<file path="config.mk">
export PLATFORM = sky130hd
export DESIGN_NAME = mode_line_decimal_field_parser_top
export DESIGN_NICKNAME = d
export VERILOG_FILES = /design/src/sv/mldfp_pkg.sv /design/src/sv/mldfp_parser.sv /design/src/sv/mode_line_decimal_field_parser_top.sv
export VERILOG_INCLUDE_DIRS = /design/src /design/src/sv
export SDC_FILE = /design/constraint.sdc
export NUM_CORES = 1
export LEC_CHECK = 0
export BUFFER_PORTS_ARGS = -buffer_cell sky130_fd_sc_hd__buf_2
export CAP_MARGIN = 20
export CORE_ASPECT_RATIO = 0.7
export CORE_MARGIN = 8
export CORE_UTILIZATION = 45
export DETAILED_ROUTE_END_ITERATION = 16
export GPL_ROUTABILITY_DRIVEN = 0
export PLACE_DENSITY = 0.75
export SLEW_MARGIN = 20
export SYNTH_ARGS = -nofsm -noshare
export SYNTH_HDL_FRONTEND = slang
export SYNTH_SLANG_ARGS = --single-unit
</file>
<file path="constraint.sdc">
create_clock -name clk -period 18.9 [get_ports clk]
set_input_delay 0 -clock clk [delete_from_list [all_inputs] [get_ports clk]]
set_output_delay 0 -clock clk [all_outputs]
set_load 0.05 [all_outputs]
</file>
<file path="src/sv/mode_line_decimal_field_parser_top_assert.svh">
// Assertion macros shared by the mode-line parser RTL.
`ifndef MODE_LINE_DECIMAL_FIELD_PARSER_TOP_ASSERT_SVH
`define MODE_LINE_DECIMAL_FIELD_PARSER_TOP_ASSERT_SVH
`ifndef SYNTHESIS
// Clocked check, off while reset is asserted
`define MLDFP_ASSERT(lbl, clk, rst_n, prop) \
	lbl: assert property (@(posedge clk) disable iff (!rst_n) prop) \
	else $error("mode line parser check failed");
// Clocked check that also holds during reset
`define MLDFP_ASSERT_ALWAYS(lbl, clk, prop) \
	lbl: assert property (@(posedge clk) prop) \
	else $error("mode line parser check failed");
`else
`define MLDFP_ASSERT(lbl, clk, rst_n, prop)
`define MLDFP_ASSERT_ALWAYS(lbl, clk, prop)
`endif
`endif

</file>
<file path="src/sv/mldfp_pkg.sv">
// Types and constants of the mode-line parser.
package mldfp_pkg;

	localparam int FIELD_W    = 32;
	localparam int OUT_FIELDS = 4;

	// Characters the parser recognizes
	localparam logic [7:0] CH_HASH  = 8'h23;
	localparam logic [7:0] CH_B     = 8'h42;
	localparam logic [7:0] CH_I     = 8'h49;
	localparam logic [7:0] CH_LF    = 8'h0A;
	localparam logic [7:0] CH_SPACE = 8'h20;
	localparam logic [7:0] CH_TAB   = 8'h09;
	localparam logic [7:0] CH_VT    = 8'h0B;
	localparam logic [7:0] CH_FF    = 8'h0C;
	localparam logic [7:0] CH_CR    = 8'h0D;
	localparam logic [7:0] CH_ZERO  = 8'h30;
	localparam logic [7:0] CH_NINE  = 8'h39;

	// Result kinds
	localparam logic KIND_RECORD = 1'b0;
	localparam logic KIND_ERROR  = 1'b1;

	// Position within the current line
	typedef enum logic [4:0] {
		PH_START      = 5'b00001,
		PH_COMMENT    = 5'b00010,
		PH_AFTER_MODE = 5'b00100,
		PH_FIELDS     = 5'b01000,
		PH_SKIP       = 5'b10000
	} phase_t;

	// One result item
	typedef struct packed {
		logic                                kind;
		logic                                mode;
		logic [OUT_FIELDS-1:0][FIELD_W-1:0]  fld;
		logic [FIELD_W-1:0]                  line;
	} rec_t;

endpackage

</file>
<file path="src/sv/mldfp_parser.sv">
// Line parser state machine: consumes one byte per cycle while item_valid is high, builds records and errors.
module mldfp_parser #(
	parameter int FIELD_COUNT = 4,
	parameter int MAX_DIGITS  = 10,
	parameter int LINE_BITS   = 32
) (
	input  logic          clk,
	input  logic          arst_n,
	input  logic          item_valid,
	input  logic [7:0]    byte_in,
	input  logic          end_of_input,
	output logic          res_emit,
	output mldfp_pkg::rec_t res
);
	import mldfp_pkg::*;

	localparam int FC_W = $clog2(FIELD_COUNT + 1);
	localparam int DC_W = $clog2(MAX_DIGITS + 1);

	phase_t               phase_q, phase_nxt;
	logic [LINE_BITS-1:0] lc_q, lc_nxt;
	logic                 mode_q, mode_nxt;
	logic [FIELD_W-1:0]   dv_q, dv_nxt;
	logic                 ov_q, ov_nxt;
	logic [DC_W-1:0]      dc_q, dc_nxt;
	logic                 lz_q, lz_nxt;
	logic [FC_W-1:0]      fc_q, fc_nxt;
	logic [FIELD_W-1:0]   store_q [FIELD_COUNT];
	logic                 store_wr;

	logic                 is_space, is_digit;
	logic [FIELD_W+3:0]   acc;
	logic                 acc_over;
	logic                 close_ok;
	logic [FC_W-1:0]      fc_closed;
	logic                 emit, emit_err;
	logic [LINE_BITS-1:0] lc_emit;
	logic [63:0]          lc_wide;
	logic [OUT_FIELDS-1:0][FIELD_W-1:0] rec_fld;

	// Byte classes
	always_comb begin
		is_space = byte_in inside {CH_SPACE, CH_TAB, CH_VT, CH_FF, CH_CR};
		is_digit = byte_in inside {[CH_ZERO:CH_NINE]};
	end

	// Decimal accumulate: value*10 + digit, overflow past 32 bits is sticky
	assign acc      = {1'b0, dv_q, 3'b000} + {3'b000, dv_q, 1'b0}
	                + (FIELD_W+4)'(byte_in[3:0]);
	assign acc_over = ov_q | (|acc[FIELD_W+3:FIELD_W]);

	// Pending field may be stored: in range, no leading zero, room left
	assign close_ok  = !ov_q && !(lz_q && dc_q > DC_W'(1)) && (fc_q < FC_W'(FIELD_COUNT));
	assign fc_closed = (dc_q != '0) ? fc_q + FC_W'(1) : fc_q;

	// Next-state and result decision
	always_comb begin
		phase_nxt = phase_q;
		lc_nxt    = lc_q;
		mode_nxt  = mode_q;
		dv_nxt    = dv_q;
		ov_nxt    = ov_q;
		dc_nxt    = dc_q;
		lz_nxt    = lz_q;
		fc_nxt    = fc_q;
		store_wr  = 1'b0;
		emit      = 1'b0;
		emit_err  = 1'b0;
		lc_emit   = lc_q;
		if (end_of_input) begin
			if (phase_q == PH_COMMENT || phase_q == PH_AFTER_MODE ||
			    (phase_q == PH_FIELDS && (dc_q != '0 || fc_q != '0))) begin
				emit     = 1'b1;
				emit_err = 1'b1;
			end
			phase_nxt = PH_START;
			lc_nxt    = '0;
			mode_nxt  = 1'b0;
			dv_nxt    = '0;
			ov_nxt    = 1'b0;
			dc_nxt    = '0;
			lz_nxt    = 1'b0;
			fc_nxt    = '0;
		end else begin
			case (phase_q)
				PH_START: begin
					if (lc_q != '1)
						lc_nxt = lc_q + LINE_BITS'(1);
					lc_emit  = lc_nxt;
					mode_nxt = 1'b0;
					dv_nxt   = '0;
					ov_nxt   = 1'b0;
					dc_nxt   = '0;
					lz_nxt   = 1'b0;
					fc_nxt   = '0;
					if (byte_in == CH_HASH) begin
						phase_nxt = PH_COMMENT;
					end else if (byte_in == CH_LF) begin
						phase_nxt = PH_START;
					end else if (byte_in == CH_B || byte_in == CH_I) begin
						mode_nxt  = (byte_in == CH_I);
						phase_nxt = PH_AFTER_MODE;
					end else begin
						emit      = 1'b1;
						emit_err  = 1'b1;
						phase_nxt = PH_SKIP;
					end
				end
				PH_COMMENT, PH_SKIP: begin
					if (byte_in == CH_LF)
						phase_nxt = PH_START;
				end
				PH_AFTER_MODE: begin
					if (is_space) begin
						phase_nxt = PH_FIELDS;
					end else begin
						emit      = 1'b1;
						emit_err  = 1'b1;
						phase_nxt = (byte_in == CH_LF) ? PH_START : PH_SKIP;
					end
				end
				PH_FIELDS: begin
					if (byte_in == CH_LF) begin
						emit      = 1'b1;
						emit_err  = !((dc_q == '0 || close_ok) &&
						              fc_closed == FC_W'(FIELD_COUNT));
						phase_nxt = PH_START;
					end else if (is_digit) begin
						if (dc_q >= DC_W'(MAX_DIGITS) || fc_q >= FC_W'(FIELD_COUNT)) begin
							emit      = 1'b1;
							emit_err  = 1'b1;
							phase_nxt = PH_SKIP;
						end else begin
							if (dc_q == '0)
								lz_nxt = (byte_in == CH_ZERO);
							dv_nxt = acc[FIELD_W-1:0];
							ov_nxt = acc_over;
							dc_nxt = dc_q + DC_W'(1);
						end
					end else if (is_space) begin
						if (dc_q != '0) begin
							if (close_ok) begin
								store_wr = 1'b1;
								fc_nxt   = fc_q + FC_W'(1);
								dv_nxt   = '0;
								ov_nxt   = 1'b0;
								dc_nxt   = '0;
								lz_nxt   = 1'b0;
							end else begin
								emit      = 1'b1;
								emit_err  = 1'b1;
								phase_nxt = PH_SKIP;
							end
						end
					end else begin
						emit      = 1'b1;
						emit_err  = 1'b1;
						phase_nxt = PH_SKIP;
					end
				end
				default: begin
					phase_nxt = PH_START;
				end
			endcase
		end
	end

	// Record fields: the field closed by the newline comes straight from the accumulator
	genvar k;
	generate
		for (k = 0; k < OUT_FIELDS; k++) begin : g_fld
			if (k < FIELD_COUNT) begin : g_used
				assign rec_fld[k] = (dc_q != '0 && fc_q == FC_W'(k)) ? dv_q : store_q[k];
			end else begin : g_unused
				assign rec_fld[k] = '0;
			end
		end
		for (k = 0; k < FIELD_COUNT; k++) begin : g_store
			always_ff @(posedge clk) begin
				if (item_valid && store_wr && fc_q == FC_W'(k))
					store_q[k] <= dv_q;
			end
		end
	endgenerate

	// Result assembly
	assign lc_wide  = 64'(lc_emit);
	assign res_emit = item_valid && emit;
	always_comb begin
		res.kind = emit_err ? KIND_ERROR : KIND_RECORD;
		res.mode = emit_err ? 1'b0 : mode_q;
		res.fld  = emit_err ? '0 : rec_fld;
		res.line = lc_wide[FIELD_W-1:0];
	end

	// State registers
	always_ff @(posedge clk or negedge arst_n) begin
		if (!arst_n) begin
			phase_q <= PH_START;
			lc_q    <= '0;
			mode_q  <= 1'b0;
			dv_q    <= '0;
			ov_q    <= 1'b0;
			dc_q    <= '0;
			lz_q    <= 1'b0;
			fc_q    <= '0;
		end else if (item_valid) begin
			phase_q <= phase_nxt;
			lc_q    <= lc_nxt;
			mode_q  <= mode_nxt;
			dv_q    <= dv_nxt;
			ov_q    <= ov_nxt;
			dc_q    <= dc_nxt;
			lz_q    <= lz_nxt;
			fc_q    <= fc_nxt;
		end
	end

	`include "mode_line_decimal_field_parser_top_assert.svh"

	// Field count never passes the configured number of fields
	`MLDFP_ASSERT_ALWAYS(a_fc_range, clk, !arst_n || fc_q <= FC_W'(FIELD_COUNT))
	// A record only comes from a newline on a mode line
	`MLDFP_ASSERT(a_rec_on_lf, clk, arst_n, (res_emit && res.kind == KIND_RECORD) |-> (byte_in == CH_LF && !end_of_input && phase_q == PH_FIELDS))
	// Starting a line always leaves a nonzero line count
	`MLDFP_ASSERT(a_line_counted, clk, arst_n, (item_valid && !end_of_input && phase_q == PH_START) |=> (lc_q != '0))

endmodule

</file>
<file path="src/sv/mode_line_decimal_field_parser_top.sv">
// Top level of the mode-line parser: input register, parser, result register.
// Takes one text byte per transfer and sustains one byte per clock while the
// master side keeps up: each byte is registered in the input register, goes
// through the parser state update (a times-ten accumulate and a few compares),
// and any record or error lands in the result register, which drives the master
// side. A result is produced only by a newline that ends a mode line, by a
// malformed line, or by an end-of-input mark inside an unfinished comment or mode
// line; all other bytes produce nothing. The input side stalls while a byte is
// held in the input register, a result waits in the output register and the
// master side is not ready, whether or not the held byte would produce another.
module mode_line_decimal_field_parser_top #(
	parameter int FIELD_COUNT = 4,
	parameter int MAX_DIGITS  = 10,
	parameter int LINE_BITS   = 32
) (
	input  logic         clk,
	input  logic         arst_n,
	input  logic         s_tvalid,
	output logic         s_tready,
	input  logic [7:0]   s_tdata,   // [7:0] byte_in
	input  logic [0:0]   s_tuser,   // [0] end_of_input
	output logic         m_tvalid,
	input  logic         m_tready,
	output logic [167:0] m_tdata,   // [0] mode_letter, [32:1] first_field,
	                                // [64:33] second_field, [96:65] third_field,
	                                // [128:97] fourth_field, [160:129] line_number,
	                                // [167:161] zero
	output logic [0:0]   m_tuser    // [0] result_kind
);
	import mldfp_pkg::*;

	logic       valid_s1;
	logic [7:0] byte_s1;
	logic       eoi_s1;
	logic       adv;
	logic       res_emit;
	rec_t       res;
	logic       out_valid_q;
	rec_t       out_q;

	// Registered byte moves on when the result register can take its outcome
	assign adv      = valid_s1 && (!out_valid_q || m_tready);
	assign s_tready = !valid_s1 || adv;

	// Input register
	always_ff @(posedge clk or negedge arst_n) begin
		if (!arst_n) begin
			valid_s1 <= 1'b0;
		end else if (s_tready) begin
			valid_s1 <= s_tvalid;
		end
	end

	always_ff @(posedge clk) begin
		if (s_tvalid && s_tready) begin
			byte_s1 <= s_tdata;
			eoi_s1  <= s_tuser[0];
		end
	end

	mldfp_parser #(
		.FIELD_COUNT(FIELD_COUNT),
		.MAX_DIGITS (MAX_DIGITS),
		.LINE_BITS  (LINE_BITS)
	) u_parser (
		.clk         (clk),
		.arst_n      (arst_n),
		.item_valid  (adv),
		.byte_in     (byte_s1),
		.end_of_input(eoi_s1),
		.res_emit    (res_emit),
		.res         (res)
	);

	// Result register
	always_ff @(posedge clk or negedge arst_n) begin
		if (!arst_n) begin
			out_valid_q <= 1'b0;
		end else if (!out_valid_q || m_tready) begin
			out_valid_q <= res_emit;
		end
	end

	always_ff @(posedge clk) begin
		if (res_emit)
			out_q <= res;
	end

	// Master-side packing
	assign m_tvalid = out_valid_q;
	assign m_tuser  = out_q.kind;
	assign m_tdata  = {7'd0, out_q.line, out_q.fld[3], out_q.fld[2], out_q.fld[1],
	                   out_q.fld[0], out_q.mode};

	`include "mode_line_decimal_field_parser_top_assert.svh"

	// A byte held in the input register is not dropped while the result side stalls
	`MLDFP_ASSERT(a_s1_hold, clk, arst_n, (valid_s1 && out_valid_q && !m_tready) |=> (valid_s1 && $stable(byte_s1) && $stable(eoi_s1)))
	// A new result is only produced when the result register is free or draining
	`MLDFP_ASSERT(a_no_overwrite, clk, arst_n, res_emit |-> (!out_valid_q || m_tready))

endmodule
</file>
==> impl_results.md <==
- Final period util: 23.8%
- Syn_area_per_cell: 12.2 µm²
- R2r setup slk: 14.40 ns
- Initial Utilization: 45.5%
- DIE AREA: 0.0453 mm²
- Number of core rows: 60
- Total global routing overflow: 0
- Prevailing post-synth register cell: edfxtp_1
- First-pass GRT wire length: 63100 µm
- Startpoint Class: register
- CP arrival: 4.66 ns
- CTS tree: built
- Die extent in x: 251 µm
- CTS HTree Levels: 2
- Reg2reg start: u_parser.phase_q[1]
- Register area share after synthesis: 63.2%
- Initial antenna violation count: 0
- Final Hold Viols: 0
- Cts-stage hold buffer count: 13
- CP Capture Type: register
- Critical path class: reg2reg
- Req. time, crit path: 19.06 ns
- Layout cell share with drive strength beyond 1: 16.8%
- DR WL/cell: 18.6 µm
- Post-synthesis cell count: 1427
- Detailed Routing Iterations Pass 1: 5
- Vias: 11700
- Hold crit path type: in2async
- DRT Wirelength: 39300 µm
- Share of synthesized registers carrying an async set or reset: 21.3%
- DPL Wire Length: 26500 µm
- Final-stage net count: 1674
- Yosys synthesis warning count: 0
- Worst clock skew: 0.0103 ns
- Worst VDD drop: 0.0000677 V
- ANT nets after route: 0
- Area grow syn2layout: 14.6%
- Distinct cell type count after synthesis: 77
- Reg2reg path depth: 10
- Port Buf Inserts: 176
- Slew Viols, Final: 0
- Worst r2r dst: m_tdata[92]
- Pin count of the biggest net entering global routing: 98
- Worst-skew pair later-pin latency: 0.53 ns
- RSZ-0062 raised after global routing: false
- Relative slew slack: 34.4%
- CTS root buf: clkbuf_16
- Vias in the first global route: 11400
- DR DRC count: 0
- Number of max-cap violations: 0
- Reg clk slew, reported paths: 0.06 ns
- Diode count: 0
- Setup_tns: 0 ns
- Total core area: 0.0383 mm²
- Status: finished, final reports clean
- Layout Cells excl Fill: 2111
- Die Ht: 181 µm
- Pleak: 7.75 nW
- Max Clock Freq: 0.222 GHz
- Tmin final: 4.50 ns
- Number of enable flip-flop cells after synthesis: 299
- Synth Register Bits: 380
- IO Count: 184
- CTS buffer count: 37
- Gr usage total: 16.9%
- Power density over the cells: 110 mW/mm²
- Vias/cell: 5.54
- # setup viols final: 0
- Slew @ Worst Pin: 0.984 ns
- Dpl cells: 2030
- Mapped Area: 0.0174 mm²
- Sink Count: 380
- Clock tree buffer depth: 3
- Post_cts resized: 0
- DR iter-0 viols: 1203
- Post-CTS Setup Repair Bufs: 0
- Crit Path Max Fanout: 71
[worst max path at each step]
stage                        start           to  slack (ns)  depth (start not counted)
6_report       u_parser.phase_q[1]  m_tdata[92]       14.40                         10
5_1_grt        u_parser.phase_q[1]  m_tdata[19]       14.04                         10
4_1_cts        u_parser.phase_q[1]  m_tdata[84]       14.35                         10
3_5_place_dp   u_parser.phase_q[1]  m_tdata[19]       14.37                         10
3_3_place_gp   u_parser.phase_q[1]  m_tdata[19]       14.54                         10
2_1_floorplan             m_tvalid   m_tdata[0]       10.01                          6
[cells in the final DEF (no fill, tap or decap), types with 8 or more instances in the layout]
cell | netlist | layout
edfxtp_1 | 299 | 299
buf_2 | 8 | 175
nand2_1 | 152 | 150
and2_1 | 107 | 106
a21oi_1 | 92 | 92
o21ai_0 | 90 | 90
dfrtp_1 | 80 | 80
ha_1 | 73 | 73
nor2_1 | 72 | 70
nand3_1 | 57 | 57
clkbuf_16 | 0 | 38
xor2_1 | 36 | 36
inv_1 | 31 | 30
nor3_1 | 27 | 27
xnor2_1 | 24 | 24
nand4_1 | 20 | 20
dlygate4sd3_1 | 0 | 13
mux2i_1 | 12 | 12
buf_4 | 8 | 11
a31oi_1 | 10 | 10
a21o_1 | 10 | 10
or3_1 | 9 | 9
nand2b_1 | 9 | 9
clkbuf_1 | 57 | 9
and3_1 | 9 | 8
clkinv_2 | 0 | 8
[critical path: stages (launching register included)]
cell and delay [ns]:
dfrtp_1 0.46, nor2_4 0.22, and4b_1 0.30, nand2_1 0.10
a21oi_1 0.19, a32oi_1 0.11, a21oi_1 0.22, nor2_1 0.10
nor2_4 0.74, buf_4 0.76, buf_4 0.81
[synth_stat cells, types with 3 or more instances]
master	n	share of area, %
mux2i_1	12	0.69
a21oi_1	92	2.6
o21ai_0	90	2.6
mux2_2	7	0.45
xor2_1	36	1.8
nor3_1	27	0.78
o21ai_1	6	0.17
nor3b_1	5	0.22
and3_1	9	0.32
buf_4	8	0.34
a21o_1	10	0.43
xnor2_1	24	1.2
a31oi_1	10	0.36
a22o_1	5	0.25
o211ai_1	7	0.30
o21bai_1	4	0.17
edfxtp_1	299	52
a41oi_1	3	0.15
a211oi_1	7	0.30
or4_1	5	0.22
o21a_1	3	0.13
nand2_1	152	3.3
nand2b_1	9	0.32
and2_1	107	3.8
a211o_1	6	0.30
buf_6	3	0.19
nor2_1	72	1.6
nand3_1	57	1.6
inv_1	31	0.67
buf_1	7	0.15
o31a_1	6	0.30
clkbuf_2	3	0.086
or2_2	3	0.11
or3_1	9	0.32
clkbuf_1	57	1.2
buf_2	8	0.23
nand4_1	20	0.72
ha_1	73	5.2
nor4_1	5	0.18
dfrtp_1	80	11
nand3b_1	4	0.17
[routing by layer]
layer	global-route usage [%]	wire, µm	up-vias
li1	-	-	5490
met5	0	0	-
met2	26.3	17800	468
met1	23.9	17600	5662
met4	4.34	801	0
met3	3.39	3050	66
[logic make-up after synthesis]
kind of cell	after synthesis	share of synthesized area [%]
flip-flops	380	63.2
adder cells (fa/ha/maj)	75	5.48
multiplexers	19	1.14
AND/OR/NAND/NOR	506	15.1
buffers and inverters	117	2.90
XOR/XNOR	60	3.02
other	1	0.0215
AO/OA/AOI/OAI	269	9.13
[per-stage QoR]
stage          setup slack [ns]  utilization [%]  cell area [µm²]  hold slack (ns)  power [mW]
6_report                  14.40             52.1            20000           0.0948        2.19
5_1_grt                   14.04             52.1            20000            0.161        2.27
4_1_cts                   14.35             52.1            20000            0.168        2.21
3_5_place_dp              14.37             48.7            18600            0.180        1.49
3_3_place_gp              14.54             48.7            18600            0.180        1.48
2_1_floorplan             10.01                -            17400           -0.296        1.39
[power by group]
part / switching [mW] / total, mW / internal, mW / leakage, nW
Combinational: 0.339 / 0.438 / 0.0987 / 3.41
Clock: 0.309 / 0.714 / 0.405 / 0.576
Sequential: 0.0371 / 1.04 / 0.999 / 3.77
Total: 0.685 / 2.19 / 1.50 / 7.75
[state kept, by name (all words and copies together), names as in the netlist, 3 cells and up]
signal            cells
u_parser.fc_q         3
u_parser.dc_q         4
u_parser.phase_q      5
u_parser.dv_q        32
u_parser.store_q    128
u_parser.lc_q        32
m_tdata             161
byte_s1               8
[area by class of cell]
class,count,area (µm²)
Multi-Input combinational cell,936,5940
Inverter,31,116
Clock buffer,48,998
Sequential cell,380,11000
Clock inverter,20,175
Tap cell,496,621
Timing Repair Buffer,200,1100
Fill cell,3194,18300
(Power assumes the default switching activity.)
